**src/hw/rtl/rsa_pkg.sv**
```systemverilog
`timescale 1ns / 1ps
// ----------------------------------------------------------------------------
// rsa_pkg
// shared types and constants of the stack calculator core
// ----------------------------------------------------------------------------
package rsa_pkg;

  localparam int unsigned StackDepthDef = 16;
  localparam int unsigned FracBitsDef   = 16;
  localparam int unsigned ValW          = 32;

  typedef enum logic [2:0] {
    KIND_PUSH = 3'd0,
    KIND_POP  = 3'd1,
    KIND_ADD  = 3'd2,
    KIND_SUB  = 3'd3,
    KIND_MUL  = 3'd4,
    KIND_DIV  = 3'd5,
    KIND_SQRT = 3'd6,
    KIND_PEEK = 3'd7
  } kind_e;

  typedef enum logic [2:0] {
    ST_OK    = 3'd0,
    ST_UNDER = 3'd1,
    ST_DIVZ  = 3'd2,
    ST_NEGSQ = 3'd3,
    ST_OVF   = 3'd4,
    ST_FULL  = 3'd5
  } status_e;

  typedef struct packed {
    logic [2:0]        kind;
    logic signed [31:0] value;
  } in_beat_t;

  typedef struct packed {
    logic [2:0]         status;
    logic signed [31:0] top_value;
    logic               top_valid;
    logic [4:0]         entry_count;
  } out_beat_t;

  // controller to datapath
  typedef struct packed {
    logic rd_y;     // read top entry into y
    logic rd_x;     // read entry below top into x
    logic alu_go;   // start arithmetic on x, y
    logic wr_push;  // write input value at count
    logic wr_res;   // write result at count-1, count already updated
    logic rd_top;   // read new top for result; never driven, the datapath reads the top by default
  } cmd_t;

  // datapath to controller
  typedef struct packed {
    logic alu_done;
    logic alu_err;
    logic [2:0] alu_status;
  } sts_t;

endpackage

```
**src/hw/rtl/rsa_datapath.sv**
```systemverilog
`timescale 1ns / 1ps
// ----------------------------------------------------------------------------
// rsa_datapath
// stack memory, operand registers and iterative arithmetic unit
// ----------------------------------------------------------------------------
module rsa_datapath import rsa_pkg::*; #(
  parameter int unsigned StackDepth = StackDepthDef,
  parameter int unsigned FracBits   = FracBitsDef,
  localparam int unsigned AW = (StackDepth > 1) ? $clog2(StackDepth) : 1,
  localparam int unsigned CW = $clog2(StackDepth + 1)
) (
  input  logic               clk_i,
  input  logic               rst_ni,
  input  cmd_t               cmd_i,
  input  logic [2:0]         kind_i,
  input  logic signed [31:0] value_i,
  input  logic [CW-1:0]      count_i,
  output sts_t               sts_o,
  output logic signed [31:0] top_o
);

  localparam int unsigned NW  = 32 + FracBits;  // dividend width
  localparam int unsigned SW  = 64;             // sqrt radicand width
  localparam int unsigned DCW = $clog2(NW + 1);

  typedef enum logic [1:0] {
    A_IDLE,
    A_DIV,
    A_SQRT,
    A_MUL
  } alu_e;

  logic signed [31:0] mem_q [StackDepth];
  logic signed [31:0] rd_q;
  logic signed [31:0] x_q, y_q;
  logic [CW-1:0]      wa;
  logic [AW-1:0]      ra;

  // memory port, single write single read
  always_comb begin
    wa = count_i;
    if (cmd_i.wr_res) begin
      wa = count_i - CW'(1);
    end
    ra = AW'(count_i - CW'(1));
    // read of x is issued while y is captured
    if (cmd_i.rd_y || cmd_i.rd_x) ra = AW'(count_i - CW'(2));
  end

  logic signed [31:0] res_q;
  always_ff @(posedge clk_i) begin
    if (cmd_i.wr_push) mem_q[AW'(wa)] <= value_i;
    else if (cmd_i.wr_res) mem_q[AW'(wa)] <= res_q;
    // result written to the entry being read is passed straight through
    if (cmd_i.wr_res && (AW'(wa) == ra)) rd_q <= res_q;
    else rd_q <= mem_q[ra];
  end
  assign top_o = rd_q;

  always_ff @(posedge clk_i) begin
    if (cmd_i.rd_y) y_q <= rd_q;
    if (cmd_i.rd_x) x_q <= rd_q;
  end

  // arithmetic unit
  alu_e              st_q;
  logic [NW-1:0]     num_q;   // dividend bits
  logic [NW-1:0]     rem_q;
  logic [NW-1:0]     quo_q;
  logic [31:0]       den_q;
  logic [DCW-1:0]    cnt_q;
  logic              neg_q;
  logic [SW-1:0]     sn_q, sres_q, sbit_q;
  logic signed [63:0] prod_q;
  logic              done_q, err_q;
  logic [2:0]        stat_q;

  logic signed [32:0] sum;
  logic [NW:0]        rtry;
  logic [31:0]        mx, my;
  logic signed [63:0] psh;
  logic [NW:0]        qlim;

  always_comb begin
    sum  = (kind_i == KIND_ADD) ? 33'(x_q) + 33'(y_q) : 33'(x_q) - 33'(y_q);
    rtry = {rem_q, num_q[NW-1]} - {(NW+1-32)'(0), den_q};
    mx   = x_q[31] ? 32'(-x_q) : 32'(x_q);
    my   = y_q[31] ? 32'(-y_q) : 32'(y_q);
    psh  = prod_q >>> FracBits;
    qlim = neg_q ? (NW+1)'(33'h0_8000_0000) : (NW+1)'(33'h0_7FFF_FFFF);
  end

  always_ff @(posedge clk_i or negedge rst_ni) begin
    if (!rst_ni) begin
      st_q   <= A_IDLE;
      done_q <= 1'b0;
      err_q  <= 1'b0;
      stat_q <= ST_OK;
    end else begin
      done_q <= 1'b0;
      case (st_q)
        A_IDLE: begin
          if (cmd_i.alu_go) begin
            case (kind_i)
              KIND_ADD, KIND_SUB: begin
                res_q  <= sum[31:0];
                err_q  <= (sum[32] != sum[31]);
                stat_q <= (sum[32] != sum[31]) ? ST_OVF : ST_OK;
                done_q <= 1'b1;
              end
              KIND_MUL: begin
                prod_q <= 64'(x_q) * 64'(y_q);
                st_q   <= A_MUL;
              end
              KIND_DIV: begin
                if (y_q == 32'sd0) begin
                  err_q  <= 1'b1;
                  stat_q <= ST_DIVZ;
                  done_q <= 1'b1;
                end else begin
                  num_q <= NW'(mx) << FracBits;
                  den_q <= my;
                  rem_q <= '0;
                  quo_q <= '0;
                  neg_q <= x_q[31] ^ y_q[31];
                  cnt_q <= DCW'(NW);
                  st_q  <= A_DIV;
                end
              end
              default: begin  // sqrt
                if (y_q[31]) begin
                  err_q  <= 1'b1;
                  stat_q <= ST_NEGSQ;
                  done_q <= 1'b1;
                end else begin
                  sn_q   <= SW'(y_q) << FracBits;
                  sres_q <= '0;
                  sbit_q <= SW'(1) << (SW - 2);
                  st_q   <= A_SQRT;
                end
              end
            endcase
          end
        end
        A_MUL: begin
          res_q  <= psh[31:0];
          err_q  <= (psh > 64'sh7FFF_FFFF) || (psh < -64'sh8000_0000);
          stat_q <= ((psh > 64'sh7FFF_FFFF) || (psh < -64'sh8000_0000)) ? ST_OVF : ST_OK;
          done_q <= 1'b1;
          st_q   <= A_IDLE;
        end
        A_DIV: begin
          // one quotient bit a cycle, restoring
          num_q <= num_q << 1;
          if (!rtry[NW]) begin
            rem_q <= rtry[NW-1:0];
            quo_q <= {quo_q[NW-2:0], 1'b1};
          end else begin
            rem_q <= {rem_q[NW-2:0], num_q[NW-1]};
            quo_q <= {quo_q[NW-2:0], 1'b0};
          end
          cnt_q <= cnt_q - DCW'(1);
          if (cnt_q == DCW'(0)) begin
            err_q  <= {1'b0, quo_q} > qlim;
            stat_q <= ({1'b0, quo_q} > qlim) ? ST_OVF : ST_OK;
            res_q  <= neg_q ? 32'(-quo_q[31:0]) : quo_q[31:0];
            done_q <= 1'b1;
            st_q   <= A_IDLE;
          end
        end
        A_SQRT: begin
          // two radicand bits a cycle
          if (sbit_q == '0) begin
            res_q  <= sres_q[31:0];
            err_q  <= 1'b0;
            stat_q <= ST_OK;
            done_q <= 1'b1;
            st_q   <= A_IDLE;
          end else begin
            if (sn_q >= sres_q + sbit_q) begin
              sn_q   <= sn_q - (sres_q + sbit_q);
              sres_q <= (sres_q >> 1) + sbit_q;
            end else begin
              sres_q <= sres_q >> 1;
            end
            sbit_q <= sbit_q >> 2;
          end
        end
        default: st_q <= A_IDLE;
      endcase
    end
  end

  assign sts_o.alu_done   = done_q;
  assign sts_o.alu_err    = err_q;
  assign sts_o.alu_status = stat_q;

endmodule

```
**src/hw/rtl/rsa_ctrl.sv**
```systemverilog
`timescale 1ns / 1ps
// ----------------------------------------------------------------------------
// rsa_ctrl
// sequencer for one opcode at a time, owns the entry count
// ----------------------------------------------------------------------------
module rsa_ctrl import rsa_pkg::*; #(
  parameter int unsigned StackDepth = StackDepthDef,
  localparam int unsigned CW = $clog2(StackDepth + 1)
) (
  input  logic               clk_i,
  input  logic               rst_ni,
  input  logic               in_valid_i,
  output logic               in_ready_o,
  input  in_beat_t           in_beat_i,
  output logic               out_valid_o,
  input  logic               out_ready_i,
  output out_beat_t          out_beat_o,
  output cmd_t               cmd_o,
  output logic [2:0]         kind_o,
  output logic signed [31:0] value_o,
  output logic [CW-1:0]      count_o,
  input  sts_t               sts_i,
  input  logic signed [31:0] top_i
);

  typedef enum logic [2:0] {
    S_IDLE,
    S_RDY,
    S_RDX,
    S_GO,
    S_WAIT,
    S_TOP,
    S_TOPW,
    S_OUT
  } state_e;

  state_e         st_q;
  logic [2:0]     kind_q;
  logic signed [31:0] val_q;
  logic [CW-1:0]  cnt_q;
  logic [2:0]     stat_q;
  out_beat_t      ob_q;
  cmd_t           cmd_q;

  assign in_ready_o  = (st_q == S_IDLE);
  assign out_valid_o = (st_q == S_OUT);
  assign out_beat_o  = ob_q;
  assign cmd_o       = cmd_q;
  assign kind_o      = kind_q;
  assign value_o     = val_q;
  assign count_o     = cnt_q;

  always_ff @(posedge clk_i or negedge rst_ni) begin
    if (!rst_ni) begin
      st_q   <= S_IDLE;
      cnt_q  <= '0;
      cmd_q  <= '0;
      kind_q <= KIND_PEEK;
      val_q  <= '0;
      stat_q <= ST_OK;
      ob_q   <= '0;
    end else begin
      cmd_q <= '0;
      case (st_q)
        S_IDLE: begin
          if (in_valid_i) begin
            kind_q <= in_beat_i.kind;
            val_q  <= in_beat_i.value;
            stat_q <= ST_OK;
            case (in_beat_i.kind)
              KIND_PUSH: begin
                if (cnt_q >= CW'(StackDepth)) begin
                  stat_q <= ST_FULL;
                  st_q   <= S_TOP;
                end else begin
                  cmd_q.wr_push <= 1'b1;
                  st_q          <= S_RDY;
                end
              end
              KIND_POP, KIND_PEEK, KIND_SQRT: begin
                if (cnt_q == '0) begin
                  stat_q <= ST_UNDER;
                  st_q   <= S_TOP;
                end else if (in_beat_i.kind == KIND_SQRT) begin
                  cmd_q.rd_y <= 1'b1;
                  st_q       <= S_RDY;
                end else begin
                  if (in_beat_i.kind == KIND_POP) cnt_q <= cnt_q - CW'(1);
                  st_q <= S_TOP;
                end
              end
              default: begin
                if (cnt_q < CW'(2)) begin
                  stat_q <= ST_UNDER;
                  st_q   <= S_TOP;
                end else begin
                  cmd_q.rd_y <= 1'b1;
                  st_q       <= S_RDY;
                end
              end
            endcase
          end
        end
        S_RDY: begin
          // read data for y lands now, or push write done
          if (kind_q == KIND_PUSH) begin
            cnt_q <= cnt_q + CW'(1);
            st_q  <= S_TOP;
          end else if (kind_q == KIND_SQRT) begin
            st_q <= S_GO;
          end else begin
            cmd_q.rd_x <= 1'b1;
            st_q       <= S_RDX;
          end
        end
        S_RDX: st_q <= S_GO;
        S_GO: begin
          cmd_q.alu_go <= 1'b1;
          st_q         <= S_WAIT;
        end
        S_WAIT: begin
          if (sts_i.alu_done) begin
            stat_q <= sts_i.alu_status;
            if (sts_i.alu_err) begin
              cnt_q <= (kind_q == KIND_SQRT) ? cnt_q - CW'(1) : cnt_q - CW'(2);
            end else begin
              cmd_q.wr_res <= 1'b1;
              if (kind_q != KIND_SQRT) cnt_q <= cnt_q - CW'(1);
            end
            st_q <= S_TOP;
          end
        end
        S_TOP: st_q <= S_TOPW;  // count settled, top read issued
        S_TOPW: begin
          ob_q.status      <= stat_q;
          ob_q.top_valid   <= (cnt_q != '0);
          ob_q.top_value   <= (cnt_q != '0) ? top_i : 32'sd0;
          ob_q.entry_count <= 5'(cnt_q);
          st_q             <= S_OUT;
        end
        S_OUT: begin
          if (out_ready_i) st_q <= S_IDLE;
        end
        default: st_q <= S_IDLE;
      endcase
    end
  end

endmodule

```
**src/hw/rtl/rpn_stack_alu.sv**
```systemverilog
`timescale 1ns / 1ps
// ----------------------------------------------------------------------------
// rpn_stack_alu
// stack calculator core on signed fixed-point values
// ----------------------------------------------------------------------------
// one opcode a beat, one result beat back with status, new top and count.
// items are handled one at a time: the next opcode is taken only after the
// result beat of the last one has been accepted. pop, peek, push and every
// underflow or full report bypass the arithmetic unit; sqrt works two
// radicand bits a cycle over 64 bits and div uses a restoring divider that
// produces one quotient bit a cycle. a stalled result side holds off the
// next opcode. the stack lives in a single-port-write, single-read memory;
// only entries below the count are used, so no clearing pass is needed
// after reset.
module rpn_stack_alu import rsa_pkg::*; #(
  parameter int unsigned StackDepth = StackDepthDef,
  parameter int unsigned FracBits   = FracBitsDef
) (
  input  logic      clk_i,
  input  logic      rst_ni,
  input  logic      in_valid_i,
  output logic      in_ready_o,
  input  in_beat_t  in_beat_i,
  output logic      out_valid_o,
  input  logic      out_ready_i,
  output out_beat_t out_beat_o
);

  localparam int unsigned CW = $clog2(StackDepth + 1);

  // command and status between sequencer and datapath
  cmd_t               cmd;
  sts_t               sts;
  logic [2:0]         kind;
  logic signed [31:0] value;
  logic [CW-1:0]      count;
  logic signed [31:0] top;

  rsa_ctrl #(.StackDepth(StackDepth)) u_ctrl (
    .clk_i, .rst_ni, .in_valid_i, .in_ready_o, .in_beat_i,
    .out_valid_o, .out_ready_i, .out_beat_o,
    .cmd_o(cmd), .kind_o(kind), .value_o(value), .count_o(count),
    .sts_i(sts), .top_i(top)
  );

  rsa_datapath #(.StackDepth(StackDepth), .FracBits(FracBits)) u_dp (
    .clk_i, .rst_ni, .cmd_i(cmd), .kind_i(kind), .value_i(value),
    .count_i(count), .sts_o(sts), .top_o(top)
  );

endmodule

```
**config.mk**
```make
export PLATFORM = sky130hd
export DESIGN_NAME = rpn_stack_alu
export DESIGN_NICKNAME = d
export VERILOG_FILES = /design/src/hw/rtl/rsa_pkg.sv /design/src/hw/rtl/rsa_datapath.sv /design/src/hw/rtl/rsa_ctrl.sv /design/src/hw/rtl/rpn_stack_alu.sv
export SDC_FILE = /design/constraint.sdc
export NUM_CORES = 2
export LEC_CHECK = 0
export BUFFER_PORTS_ARGS = -buffer_cell sky130_fd_sc_hd__buf_2
export CORE_MARGIN = 10
export CORE_UTILIZATION = 54
export DETAILED_ROUTE_END_ITERATION = 8
export GPL_ROUTABILITY_DRIVEN = 0
export PLACE_DENSITY = 0.74
export SLEW_MARGIN = 10
export SYNTH_ARGS = -nofsm -noshare
export SYNTH_HDL_FRONTEND = slang
export SYNTH_SLANG_ARGS = --single-unit
```
**constraint.sdc**
```tcl
create_clock -name clk_i -period 32.8 [get_ports clk_i]
set_clock_uncertainty 0.2 [all_clocks]
set_input_delay 1.64 -clock clk_i [delete_from_list [all_inputs] [get_ports clk_i]]
set_output_delay 1.64 -clock clk_i [all_outputs]
set_load 0.02 [all_outputs]
```
==> impl_metrics.yaml <==
clocking:
  cts_setup_buffers: 0
  cts_tree: "built"
  cts-root-buf: "clkbuf_16"
  cts_buffers: 111
  clock_path_buffers: 3
  ctsHoldBuffers: 0
  clk_pin_slew_worst_paths_ps: 70
  h-tree-depth: 3
  cts.sinks: 1114
  cts_repair_resize_count: 0
  clock_latency_ps: 830
yosys:
  synth_top_area_share_pct: 31.7
  yosysUniqueCellTypes: 85
  ys_top_cells_by_count: "nand2_1, fa_1, inv_1, edfxtp_1, and2_1"
  yosys_warnings: 0
  synth_area_leaders: "edfxtp_1, fa_1, ha_1, nand2_1, inv_1"
  synth_compound_area_share_pct: 8.06
  synth_top_family_by_area: "adder cells"
  synthSimpleGateAreaFrac_pct: 13.8
  async_reset_ff_share_pct: 8.89
  ys_seq_area_share_pct: 35.0
  synthMuxAreaShare_pct: 4.38
  synth-seq-cells: 1114
  syn-cell-area_um2: 93300
  syn_nets: 10100
  synthCells: 8599
  yosys.area_share.adder_pct: 28.9
  synthFlopType: "edfxtp_1"
  syn_area_per_cell_um2: 10.8
  synth-edff-count: 983
  synth_most_common_cell: "nand2_1"
  synth_xor_area_share_pct: 3.86
  synth_top_area_cell: "edfxtp_1"
sta:
  tightest_slew_ps: 1250
  max_freq_mhz: 103
  max_slew_margin_pct: 16.7
  finalCritPeriodShare_pct: 29.6
  fin_crit_ps: 9710
  finalSetupTns_ps: 0
  setup_viol_count_final: 0
  grt_setup_unrepaired: "no"
  maxSlewViolCount: 0
  final_hold_viol_count: 0
worst_setup_path:
  critPathCaptureType: "flop"
  reg2reg_depth: 22
  path_class: "reg -> reg"
  r2r_slack_ps: 23090
  critical_path.max_fanout: 63
  r2r-end: "u_dp.prod_q[60]"
  endpoint: "u_dp.prod_q[60]"
  r2r_start: "u_dp.x_q[31]"
  crit_required_ps: 33110
  crit_path_start_kind: "flop"
  startpoint: "u_dp.x_q[31]"
  critPathArrivalTime_ps: 10020
final_layout:
  n_fill_cell: 13900
  multiInputGateArea_um2: 55200
  drive_gt1_share_pct: 8.02
  regArea_um2: 32600
  layout.nets: 9996
  area_growth_pct: 7.07
drt:
  routed_wl_mm: 269
  postRouteAntennaNets: 0
  vias: 66700
  drt_iter0_drc: 7838
  route.detailed.drc: 0
  drt-pass1-iter-count: 9
  vias_per_cell: 6.13
  wl_per_cell_um: 24.7
global_routing:
  antenna_found_initial: 19
  grtUsageMet2_pct: 44.0
  grt_pass1_vias: 68900
  busiest_layer: "met2"
  grt_pass1_wl_mm: 412
  grt_usage_pct: 28.1
  use_met1_pct: 35.6
  grt_overflow_total: 0
  grt_util_met3_pct: 6.36
  grt_max_degree: 129
floorplan:
  start_util_pct: 54.3
  die_height_um: 436
  core_area_um2: 172000
  rows: 152
  pin_count: 82
  die_w_um: 436
  die_area_um2: 190000
placed_design:
  port_buffers: 81
  dp_hpwl_mm: 185
job:
  cap_viol_max_count: 0
status:
  status: "complete, no violations"
hold_path:
  hp-class: "reg -> reg"
-- kinds of logic (layout without fill, tap and decap cells) --
family | after synthesis | in the layout
adders and majority gates | 1502 | 1502
and+or+nand+nor | 2664 | 2664
buffers and inverters | 1502 | 1454
muxes | 207 | 207
xor gates and xnor gates | 411 | 411
DFF | 1114 | 1114
AOI/OAI and AO/OA | 1199 | 1199
other | 0 | 10
-- state kept, by name, indices dropped and copies added (netlist names), 41 cells and up --
name and cells:
u_dp.mem_q 512, u_dp.sres_q 64, u_dp.rem_q 48, u_ctrl.out_beat_o 41, u_dp.sn_q 64, u_dp.quo_q 48
u_dp.prod_q 48
-- placed cells by master (no fill, tap or decap), types with 32 or more instances in the layout --
master     netlist  routed
nand4_1         79      79
inv_1         1037    1037
nand2_1       1179    1179
mux2_2          39      39
xnor2_1        232     231
dfrtp_1         96      94
nand3_1         93      93
o21a_1          36      36
mux4_2         157     157
nand2b_1        49      47
a21o_1         106     106
nor3_1          65      63
or3_1           47      47
a211oi_1        57      57
ha_1           418     418
nor2b_1         42      40
buf_2            5      80
clkbuf_16        0     112
o21bai_1        36      36
nor2_1         337     319
fa_1          1084    1084
a31oi_1         87      87
xor2_1         179     178
a21oi_1        284     284
o31ai_1         47      46
and3_1          36      35
a22o_1          32      32
edfxtp_1       983     983
nor4_1          34      34
buf_4            0     122
o21ai_0        343     343
and2_1         609     608
dfxtp_1         32      32
-- worst min path at each step --
stage	from	end	cells past startpoint
finish	u_dp.top_o[8]	u_dp.y_q[8]	0
floorplan	u_dp.top_o[0]	u_dp.x_q[0]	0
global route	u_dp.top_o[8]	u_dp.y_q[8]	0
detailed placement	u_dp.top_o[10]	u_dp.x_q[10]	0
global placement	u_dp.top_o[10]	u_dp.x_q[10]	0
CTS	u_dp.top_o[8]	u_dp.y_q[8]	0
-- metal layers --
layer  wire length, µm  vias to the layer above
met5               110                        -
met4             19900                       18
met3             29000                      871
met2            122000                     3740
met1             97000                    33600
li1                  -                    28500
-- metrics by stage --
stage | hold WS (ps) | utilization, % | setup WS, ps | area (µm²) | std cells
2_1_floorplan | 226 | - | 20380 | 93300 | 8599
3_3_place_gp | 243 | 55.9 | 23430 | 96000 | 10700
3_5_place_dp | 243 | 55.9 | 23300 | 96000 | 10700
4_1_cts | 234 | 58.1 | 23220 | 99800 | 10900
5_1_grt | 238 | 58.1 | 22600 | 99800 | 10900
6_report | 243 | 58.1 | 23090 | 99900 | 10900
-- critical path, cell delays in order (launching register included) --
cell and delay (ps):
edfxtp_1 320, buf_4 590, inv_1 250, nor2_1 260, ha_1 330, fa_1 550
fa_1 1060, fa_1 560, fa_1 490, fa_1 560, fa_1 450, fa_1 480
ha_1 390, and3_1 310, nand2_1 80, a311oi_1 610, o22ai_1 230, a211oi_1 510
o31ai_1 190, a2111oi_0 520, a31oi_1 210, o21ai_1 180, xor2_1 90
-- area by class of cell --
cell class | instances | area share, %
Antenna cell | 10 | 0.0251
Multi-Input combinational cell | 5983 | 55.3
Tap cell | 2310 | 2.89
Sequential cell | 1114 | 32.7
Inverter | 1041 | 3.92
Timing Repair Buffer | 204 | 1.36
Clock buffer | 144 | 3.01
Clock inverter | 65 | 0.819
Power is left out: the tool's default activity adds up to more than one toggle a clock period on the data nets, which glitch-free logic cannot reach.
